`config.mk`:
```
export PLATFORM = sky130hd
export DESIGN_NAME = esc_lint
export DESIGN_NICKNAME = d
export VERILOG_FILES = /design/src/hdl/esc_pkg.sv /design/src/hdl/esc_lint.sv
export SDC_FILE = /design/constraint.sdc
export NUM_CORES = 1
export LEC_CHECK = 0
export ABC_AREA = 0
export BUFFER_PORTS_ARGS = -buffer_cell sky130_fd_sc_hd__buf_2
export CORE_MARGIN = 3
export CORE_UTILIZATION = 50
export DETAILED_ROUTE_END_ITERATION = 8
export GPL_TIMING_DRIVEN = 0
export PLACE_DENSITY_LB_ADDON = 0.25
export SYNTH_ARGS = -nofsm -noshare
export SYNTH_HDL_FRONTEND = slang
export SYNTH_SLANG_ARGS = --single-unit
```
`constraint.sdc`:
```
create_clock -name vclk -period 4.3
set_input_delay 0.86 -clock vclk [all_inputs]
set_output_delay 0.86 -clock vclk [all_outputs]
set_load 0.005 [all_outputs]
```
`src/hdl/esc_pkg.sv`:
```
// shared types, character codes and helpers for the expression syntax checker
package esc_pkg;

	// character classes of the previous non-space character
	localparam logic [2:0] CL_START  = 3'd0;
	localparam logic [2:0] CL_DIGIT  = 3'd1;
	localparam logic [2:0] CL_OP     = 3'd2;
	localparam logic [2:0] CL_MINUS  = 3'd3;
	localparam logic [2:0] CL_DOT    = 3'd4;
	localparam logic [2:0] CL_RPAREN = 3'd5;
	localparam logic [2:0] CL_OTHER  = 3'd6;

	// error codes, lowest wins within one item
	localparam logic [3:0] ERR_NONE        = 4'd0;
	localparam logic [3:0] ERR_LEAD_OP     = 4'd1;
	localparam logic [3:0] ERR_LEAD_MINUS  = 4'd2;
	localparam logic [3:0] ERR_TRAIL_OP    = 4'd3;
	localparam logic [3:0] ERR_LEAD_DOT    = 4'd4;
	localparam logic [3:0] ERR_TRAIL_DOT   = 4'd5;
	localparam logic [3:0] ERR_MISMATCH    = 4'd6;
	localparam logic [3:0] ERR_UNCLOSED    = 4'd7;
	localparam logic [3:0] ERR_OVERFLOW    = 4'd8;
	localparam logic [3:0] ERR_OP_OP       = 4'd9;
	localparam logic [3:0] ERR_MINUS_OP    = 4'd10;
	localparam logic [3:0] ERR_OP_CLOSE    = 4'd11;
	localparam logic [3:0] ERR_DOT_NO_PRE  = 4'd12;
	localparam logic [3:0] ERR_SECOND_DOT  = 4'd13;
	localparam logic [3:0] ERR_DOT_NO_POST = 4'd14;
	localparam int         ERR_MAX         = 14;

	// bracket kinds held on the stack
	localparam logic [1:0] BK_PAREN  = 2'd0;
	localparam logic [1:0] BK_SQUARE = 2'd1;
	localparam logic [1:0] BK_CURLY  = 2'd2;

	// ascii codes
	localparam logic [7:0] CH_SPACE  = 8'h20;
	localparam logic [7:0] CH_ZERO   = 8'h30;
	localparam logic [7:0] CH_NINE   = 8'h39;
	localparam logic [7:0] CH_PLUS   = 8'h2B;
	localparam logic [7:0] CH_STAR   = 8'h2A;
	localparam logic [7:0] CH_SLASH  = 8'h2F;
	localparam logic [7:0] CH_CARET  = 8'h5E;
	localparam logic [7:0] CH_MINUS  = 8'h2D;
	localparam logic [7:0] CH_DOT    = 8'h2E;
	localparam logic [7:0] CH_LPAREN = 8'h28;
	localparam logic [7:0] CH_RPAREN = 8'h29;
	localparam logic [7:0] CH_LSQ    = 8'h5B;
	localparam logic [7:0] CH_RSQ    = 8'h5D;
	localparam logic [7:0] CH_LCURLY = 8'h7B;
	localparam logic [7:0] CH_RCURLY = 8'h7D;

	// request from the rule logic to the bracket stack
	typedef struct packed {
		logic       push;
		logic       pop;
		logic       clear;
		logic [1:0] kind;
	} stk_req_t;

	// stack status seen by the rule logic
	typedef struct packed {
		logic       empty;
		logic       full;
		logic       one;
		logic [1:0] top;
	} stk_status_t;

	// per-expression scan state
	typedef struct packed {
		logic [2:0] pclass;
		logic       pfirst;
		logic       dec_seen;
		logic [3:0] ferr;
	} lint_state_t;

	function automatic logic [2:0] classify(input logic [7:0] ch);
		logic [2:0] c;
		c = CL_OTHER;
		if (ch >= CH_ZERO && ch <= CH_NINE) c = CL_DIGIT;
		else if (ch == CH_PLUS || ch == CH_STAR || ch == CH_SLASH || ch == CH_CARET) c = CL_OP;
		else if (ch == CH_MINUS) c = CL_MINUS;
		else if (ch == CH_DOT) c = CL_DOT;
		else if (ch == CH_RPAREN) c = CL_RPAREN;
		return c;
	endfunction

endpackage

```
`src/hdl/esc_lint.sv`:
```
// syntax rules for one character: error code, stack request and next scan state
module esc_lint (
	input  logic [7:0]            character,
	input  logic                  last,
	input  esc_pkg::lint_state_t  cur,
	input  esc_pkg::stk_status_t  stk,
	output esc_pkg::stk_req_t     req,
	output esc_pkg::lint_state_t  nxt,
	output logic                  ok,
	output logic [3:0]            error_code
);
	import esc_pkg::*;

	logic [2:0]       c;
	logic [2:0]       p;
	logic             live;
	logic             first;
	logic             is_open;
	logic             is_close;
	logic [1:0]       open_kind;
	logic [1:0]       want;
	logic             pushes;
	logic             left_open;
	logic [2:0]       eff_class;
	logic             eff_first;
	logic [ERR_MAX:1] flag;
	logic [3:0]       err;
	logic [3:0]       ferr_nx;

	assign live  = (character != CH_SPACE);
	assign c     = classify(character);
	assign p     = cur.pclass;
	assign first = (p == CL_START);

	assign is_open  = (character == CH_LPAREN) || (character == CH_LSQ) ||
	                  (character == CH_LCURLY);
	assign is_close = (character == CH_RPAREN) || (character == CH_RSQ) ||
	                  (character == CH_RCURLY);
	assign open_kind = (character == CH_LPAREN) ? BK_PAREN :
	                   (character == CH_LSQ) ? BK_SQUARE : BK_CURLY;
	assign want      = (character == CH_RPAREN) ? BK_PAREN :
	                   (character == CH_RSQ) ? BK_SQUARE : BK_CURLY;

	assign pushes = is_open & ~stk.full;

	assign req.push  = pushes;
	assign req.pop   = is_close;
	assign req.clear = last;
	assign req.kind  = open_kind;

	// trailing checks look at the last non-space character
	assign eff_class = live ? c : p;
	assign eff_first = live ? first : cur.pfirst;

	// whether any bracket stays open after this item's push or pop
	always_comb begin
		if (pushes) left_open = 1'b1;
		else if (is_close) left_open = ~stk.empty & ~stk.one;
		else left_open = ~stk.empty;
	end

	always_comb begin
		flag = '0;
		if (live) begin
			flag[ERR_LEAD_OP]     = first && c == CL_OP;
			flag[ERR_LEAD_MINUS]  = cur.pfirst && p == CL_MINUS && c != CL_DIGIT;
			flag[ERR_LEAD_DOT]    = first && c == CL_DOT;
			flag[ERR_MISMATCH]    = is_close && (stk.empty || stk.top != want);
			flag[ERR_OVERFLOW]    = is_open && stk.full;
			flag[ERR_OP_OP]       = p == CL_OP && c == CL_OP;
			flag[ERR_MINUS_OP]    = p == CL_MINUS && c == CL_OP;
			flag[ERR_OP_CLOSE]    = p == CL_OP && c == CL_RPAREN;
			flag[ERR_DOT_NO_PRE]  = c == CL_DOT && !first && p != CL_DIGIT;
			flag[ERR_SECOND_DOT]  = c == CL_DOT && cur.dec_seen;
			flag[ERR_DOT_NO_POST] = p == CL_DOT && c != CL_DIGIT;
		end
		if (last) begin
			// a lone leading minus reports as leading minus, not trailing
			if (eff_class == CL_MINUS && eff_first) flag[ERR_LEAD_MINUS] = 1'b1;
			else if (eff_class == CL_OP || eff_class == CL_MINUS) flag[ERR_TRAIL_OP] = 1'b1;
			if (eff_class == CL_DOT) flag[ERR_TRAIL_DOT] = 1'b1;
			if (left_open) flag[ERR_UNCLOSED] = 1'b1;
		end
	end

	// lowest raised code
	always_comb begin
		err = ERR_NONE;
		for (int i = ERR_MAX; i >= 1; i--) begin
			if (flag[i]) err = 4'(i);
		end
	end

	assign ferr_nx    = (cur.ferr == ERR_NONE) ? err : cur.ferr;
	assign ok         = (ferr_nx == ERR_NONE);
	assign error_code = ferr_nx;

	always_comb begin
		nxt = cur;
		if (live) begin
			nxt.pclass = c;
			nxt.pfirst = first;
			if (c == CL_DOT) nxt.dec_seen = 1'b1;
			else if (c == CL_OP || c == CL_MINUS) nxt.dec_seen = 1'b0;
		end
		nxt.ferr = ferr_nx;
		if (last) begin
			nxt.pclass   = CL_START;
			nxt.pfirst   = 1'b0;
			nxt.dec_seen = 1'b0;
			nxt.ferr     = ERR_NONE;
		end
	end

endmodule
```
# Word-level counts from Yosys, hierarchy flattened
# Cells that the tools add are included.
# word_totals
reg_bits	0
latch_bits	0
mem_bits_rw	0
rom_bits	0
inputBits	23
output_inout_bits	19
elab_cells	106
n_memories	0
# classes
n_addsub	0
multipliers	0
n_div	0
order_cmp	2
n_eq_ne	26
shifts	0
muxes	44
n_bitwise	5
n_reduce_logical	29
# op_table
cell	count
$mux 4	15
$eq 8x6->1 const B	7
$eq 8x7->1 const B	5
$eq 3x2->1 const B	6
$mux 2	8
$logic_and 1x1->1	15
$mux 1	14
$eq 3x3->1 const B	4
$mux 3	4
$logic_or 1x1->1	10
$mux 9	1
$ge 8x6->1 const B	1
$le 8x6->1 const B	1
$logic_not 4->1	2
$ne 8x6->1 const B	1
$mux 7	1
$ne 3x1->1 const B	2
$mux 5	1
$logic_not 3->1	1
$not 1->1	3
$and 1x1->1	2
$ne 2x2->1	1
$logic_not 1->1	1

# Longest topological paths before layout
# Gate-level depths: netlist (run 1).
# logic_depth
ltp_word	26
depth_mapped	9
mapped_depth_nobuf	8

# Worst setup path after synthesis (run 1)
# No wires, ideal clock.
# synth_path
kind	input port to output port
from	in character[6]
to	out ok
arrival_time_ps	2812
required_time_ps	3440
path_slack_ps	628
stages	8
n_path_buf	0
path_cell_list	or4b_4 or3_1 a32o_1 o2111a_2 nor3_4 and4bb_1 nand4b_1 nor2_1
# synth_via
elab_chain_cells	25
word_cells_on_any_way	86
cone_classes	order compare: 2; eq/ne: 21; mux: 38; bitwise: 1; reduce/logical: 24
# synth_lines
element	line	source
start, declared	esc_lint.sv:3	input logic [7:0] character,
$eq 8x6->1 (on tied branches)	n/a	
$mux 2 / $logic_or 1x1->1 (equally long branches)	esc_pkg.sv:84, esc_pkg.sv:81	
$mux 2 / $logic_or 1x1->1 (equally long branches)	esc_pkg.sv:83, esc_pkg.sv:81	
$mux 3 / $logic_or 1x1->1 (equally long branches)	esc_pkg.sv:82, esc_pkg.sv:81	
$mux 3	esc_pkg.sv:81	else if (ch == CH_PLUS || ch == CH_STAR || ch == CH_SLASH || ch == CH_CARET) c = CL_OP;
$mux 3	esc_pkg.sv:80	if (ch >= CH_ZERO && ch <= CH_NINE) c = CL_DIGIT;
$ne 3x1->1	esc_lint.sv:66, esc_lint.sv:75	
$logic_and 1x1->1	esc_lint.sv:75	flag[ERR_DOT_NO_POST] = p == CL_DOT && c != CL_DIGIT;
$mux 7	esc_lint.sv:64	if (live) begin
$mux 4 (13 in a row)	esc_lint.sv:90	if (flag[i]) err = 4'(i);
$mux 4 *	esc_lint.sv:90	
$mux 4 *	esc_lint.sv:94	assign ferr_nx = (cur.ferr == ERR_NONE) ? err : cur.ferr;
$logic_not 4->1 *	esc_lint.sv:95	assign ok = (ferr_nx == ERR_NONE);
end, declared	esc_lint.sv:9	output logic ok,
# Every way passes the cells marked *; elsewhere a longest branch is shown, timed or not.

# Worst setup path after layout (run 1)
# Ends and elaborated chain as after synthesis.

==> impl_metrics.py, run 1 <==
metrics = {
    "clock_network": {
        "cts_resized": 0,
        "cts_hold_buf": 0,
        "post_cts_buffers": 0,
    },
    "setup_path": {
        "path_max_fanout": 8,
        "cp.arrival_ns": 3.27,
        "critPathLaunchType": "input port",
        "end_kind": "output port",
        "required_ns": 3.44,
        "critPathKind": "input port to output port",
    },
    "final_layout": {
        "drive_gt1_share_pct": 33.7,
        "area_growth_pct": 25.3,
        "antennaDiodeCount": 0,
        "seq_area_um2": 0,
        "multi_input_area_um2": 818,
        "postLayoutCoreUtil_pct": 69.2,
        "nClkBuffers": 0,
        "seq_cell_count": 0,
        "nNetsFinal": 194,
        "num-fill-cells": 154,
    },
    "place": {
        "dp_hpwl_um": 2300,
        "dp_slack_ns": 0.186,
        "gp_congestion": 0.968,
        "io_buffers": 40,
    },
    "synth": {
        "syn_nets": 152,
        "avgSynthCellArea_um2": 6.75,
        "synth_cells": 129,
        "seq_area_frac_synth_pct": 0,
        "synth_warnings": 0,
        "synth_cell_types": 51,
        "synth.cell_area_um2": 871,
    },
    "outcome": {
        "status": "finished clean",
    },
    "route": {
        "routed_wl_um": 2770,
        "drtAntennaViolNets": 0,
        "drc": 0,
        "viasPerCell": 6.46,
        "vias": 1196,
        "wl_per_cell_um": 15.0,
        "drtIter0Drc": 41,
        "first_pass_iters": 4,
    },
    "sta": {
        "slew_headroom_pct": 61.1,
        "drv_slew": 0,
        "setup_violations": 0,
        "rsz0062_at_grt": "false",
        "fin_ws_ns": 0.173,
        "max_freq_mhz": 242,
        "hold_ws_ns": 2.00,
        "timing.final.crit_share_pct": 96.0,
        "tightest_slew_ns": 0.578,
        "fin_crit_ns": 4.13,
        "fin_setup_tns_ns": 0,
        "finalHoldViolations": 0,
    },
    "global_routing": {
        "grtUsageTotal_pct": 23.7,
        "grt_pass1_vias": 947,
        "antenna_found_initial": 0,
        "grt_pass1_wl_um": 4060,
        "globalRouteOverflowTotal": 0,
        "grt_max_degree": 11,
    },
    "power": {
        "ir_drop_v": 0.0000454,
        "p_leak_nw": 0.471,
        "power_density_nw_per_um2": 67.5,
    },
    "floorplanning": {
        "initial_core_util_pct": 55.2,
        "fp.dieH_um": 47.7,
        "die_w_um": 47.7,
        "std_cell_rows": 14,
        "io-pin-count": 42,
        "dieArea_um2": 2280,
        "coreArea_um2": 1580,
    },
    "hold_path": {
        "hold_class": "input port to output port",
    },
    "run": {
        "max-cap-violations": 0,
    },
}
-- metal layers --
layer	wire length, um	vias to the layer above	global-route usage [%]	share of wire, %
met5	0	-	0	0
met4	8	0	2.15	0.29
met3	187	2	0.752	6.8
met2	1400	54	42.2	51
met1	1170	551	32.5	42
li1	-	589	-	-
-- area by class of cell --
cell class,count,area share (%)
Inverter,2,0.688
Multi-Input combinational cell,118,75.0
Tap cell,16,1.83
Timing Repair Buffer,40,18.3
Buffer,9,4.13
-- synthesized netlist by cell type, types with 2 or more instances --
cell type | instances | area [um^2]
and2_1 | 7 | 43.8
nor2b_1 | 6 | 37.5
a41oi_1 | 2 | 17.5
o21ai_0 | 5 | 25.0
and3_1 | 4 | 25.0
a21oi_1 | 8 | 40.0
and4bb_2 | 2 | 25.0
nand4_1 | 3 | 18.8
buf_4 | 3 | 22.5
o22ai_1 | 3 | 18.8
a31oi_1 | 4 | 25.0
inv_1 | 2 | 7.51
nand3_1 | 5 | 25.0
nand2b_1 | 4 | 25.0
nor2_1 | 7 | 26.3
a41o_1 | 2 | 20.0
clkbuf_1 | 6 | 22.5
o21bai_1 | 2 | 15.0
nor3_1 | 5 | 25.0
nand2_1 | 13 | 48.8
or3_1 | 2 | 12.5
nand4b_1 | 5 | 43.8
-- cells by family (layout without fill, tap and decap cells) --
kind of cell	after synthesis	count (layout)	synth area share, %
and+or+nand+nor	79	79	59.5
xor gates and xnor gates	1	1	1.01
buffers and inverters	11	51	6.03
AOI/OAI and AO/OA	38	38	33.5
-- cells in the final DEF (no fill, tap or decap), types with 2 or more instances in the layout --
master and instances:
nand2b_1 4, a31oi_1 4, o21ai_0 5, o21bai_1 2, inv_1 2, clkbuf_1 6, and4bb_2 2, o22ai_1 3
a41o_1 2, nor2_1 7, or3_1 2, nor2b_1 6, a21oi_1 8, nand4b_1 5, buf_4 3, and3_1 4
and2_1 7, nand2_1 13, nand4_1 3, buf_2 40, a41oi_1 2, nor3_1 5, nand3_1 5
-- report_power, final --
part	switching (mW)	internal (mW)	leakage, nW
combinational	0.0419	0.0317	0.471
sequential	0	0	0
clock	0	0	0
total	0.0419	0.0317	0.471
-- worst max-delay path: stages --
cell	delay (ns)
buf_2	0.14
or4b_4	0.60
or3_1	0.40
a32o_1	0.27
o2111a_2	0.19
nor3_4	0.25
and4bb_1	0.25
nand4b_1	0.12
nor2_1	0.04
buf_2	0.12
-- final timing paths --
check	slack, ns	to	startpoint	cells after the start
worst max-delay path	0.17	ok	character[6]	10
worst min-delay path	2.00	error_code[3]	cur[3]	4
-- metrics by stage --
| step | total power [mW] | area [um^2] | cells |
|---|---|---|---|
| final | 0.0736 | 1090 | 185 |
| after global routing | 0.0804 | 1090 | 185 |
| after CTS | 0.0728 | 1090 | 185 |
| after detailed placement | 0.0725 | 1090 | 185 |
| after global placement | 0.0694 | 1090 | 185 |
| after floorplan | 0.0404 | 871 | 129 |
(Power assumes the default switching activity.)
==> inputs of run 2 (changes only) <==
- CELL_PAD_IN_SITES_DETAIL_PLACEMENT: not set -> 1
- CELL_PAD_IN_SITES_GLOBAL_PLACEMENT: not set -> 2
- CORE_MARGIN: 3 -> not set
- CORE_UTILIZATION: 50 -> 25
==> impl_metrics.py, run 2 (same netlist as run 1, synthesis figures left out) <==
metrics = {
    "final_layout": {
        "layout_commonest_cell": "buf_2",
        "stdcell_count": 215,
        "seq_cell_count": 0,
        "area_growth_pct": 30.6,
        "antennaDiodeCount": 0,
        "seq_area_um2": 0,
        "nNetsFinal": 194,
        "nClkBuffers": 0,
        "mostFrequentLayoutCells": "40 x buf_2, 13 x nand2_1, 8 x a21oi_1, 7 x and2_1, 7 x nor2_1",
        "drive_gt1_share_pct": 33.7,
    },
    "sta": {
        "rsz0062_at_grt": "false",
        "fin_ws_ns": 0.159,
        "timing.final.crit_share_pct": 96.3,
        "finalHoldViolations": 0,
        "slew_headroom_pct": 62.7,
        "drv_slew": 0,
        "max_freq_mhz": 242,
        "hold_ws_ns": 1.99,
        "setup_violations": 0,
        "fin_setup_tns_ns": 0,
        "tightest_slew_ns": 0.556,
        "fin_crit_ns": 4.14,
    },
    "setup_path": {
        "critPathKind": "input port to output port",
        "crit_start": "character[6]",
        "critPathLaunchType": "input port",
        "required_ns": 3.44,
        "path_max_fanout": 8,
        "critPathCapture": "ok",
        "end_kind": "output port",
        "cp.arrival_ns": 3.28,
    },
    "global_routing": {
        "grt_max_degree": 11,
        "antenna_found_initial": 0,
        "grtUsageTotal_pct": 18.0,
        "grt_pass1_vias": 1105,
        "grt_pass1_wl_um": 5260,
        "globalRouteOverflowTotal": 0,
    },
    "route": {
        "drtAntennaViolNets": 0,
        "routed_wl_um": 3170,
        "wl_per_cell_um": 14.7,
        "drc": 0,
        "viasPerCell": 5.53,
        "vias": 1188,
        "drtIter0Drc": 36,
        "first_pass_iters": 4,
    },
    "floorplanning": {
        "coreArea_um2": 3340,
        "fp.dieH_um": 61.0,
        "die_w_um": 61.0,
        "std_cell_rows": 21,
        "dieArea_um2": 3720,
        "initial_core_util_pct": 26.1,
        "io-pin-count": 42,
    },
    "outcome": {
        "status": "finished clean",
    },
    "power": {
        "power_density_nw_per_um2": 66.3,
        "ir_drop_v": 0.0000191,
        "p_leak_nw": 0.476,
        "power_mw": 0.0754,
    },
    "place": {
        "place_inst": 215,
        "dp_slack_ns": 0.178,
        "io_buffers": 40,
        "dp_hpwl_um": 2600,
        "gp_congestion": 0.850,
    },
    "hold_path": {
        "hold_depth": 4,
        "hold_class": "input port to output port",
    },
    "run": {
        "max-cap-violations": 0,
    },
    "clock_network": {
        "post_cts_buffers": 0,
    },
}
[run 2: worst min path at each step]
stage,start,endpoint
CTS,cur[3],error_code[3]
detailed placement,cur[3],error_code[3]
global placement,cur[3],error_code[3]
global route,cur[3],error_code[3]
finish,cur[3],error_code[3]
floorplan,last,nxt[4]
[run 2: routing by layer]
metal | GRT usage, % | vias up | share of wire [%]
met5 | 0 | - | 0
met4 | 0.974 | 0 | 0.32
met3 | 0.210 | 2 | 3.0
met2 | 29.3 | 34 | 45
met1 | 27.7 | 563 | 52
li1 | - | 589 | -
[run 2: worst max-delay path: stages]
cell and delay [ns]:
buf_2 0.15, or4b_4 0.60, or3_1 0.41, a32o_1 0.28, o2111a_2 0.19, nor3_4 0.24
and4bb_1 0.24, nand4b_1 0.13, nor2_1 0.05, buf_2 0.13
[run 2: area by class of cell]
class              instances  area (um^2)
fillers                  443         2200
multi-input cells        118          827
repair buffers            40          200
well taps                 46         57.6
plain buffers              9         45.0
inverters                  2         7.51
[run 2: stage by stage]
step                      area (um^2)  util (%)
after global routing             1140      34.1
after detailed placement         1130      33.8
after global placement           1130      33.8
after CTS                        1130      33.8
after floorplan                   871         -
final                            1140      34.1
[run 2: report_power, final]
| group | leakage (nW) | switching [mW] | total, mW | internal (mW) |
|---|---|---|---|---|
| clock network | 0 | 0 | 0 | 0 |
| registers | 0 | 0 | 0 | 0 |
| logic | 0.476 | 0.0433 | 0.0754 | 0.0320 |
| total | 0.476 | 0.0433 | 0.0754 | 0.0320 |
[run 2: what timing repair did]
| item | in CTS | in global routing |
|---|---|---|
| endpoints found under the setup margin | 0 | 2 |
| hold buffers | 0 | 0 |
| gates resized for setup | 0 | 1 |
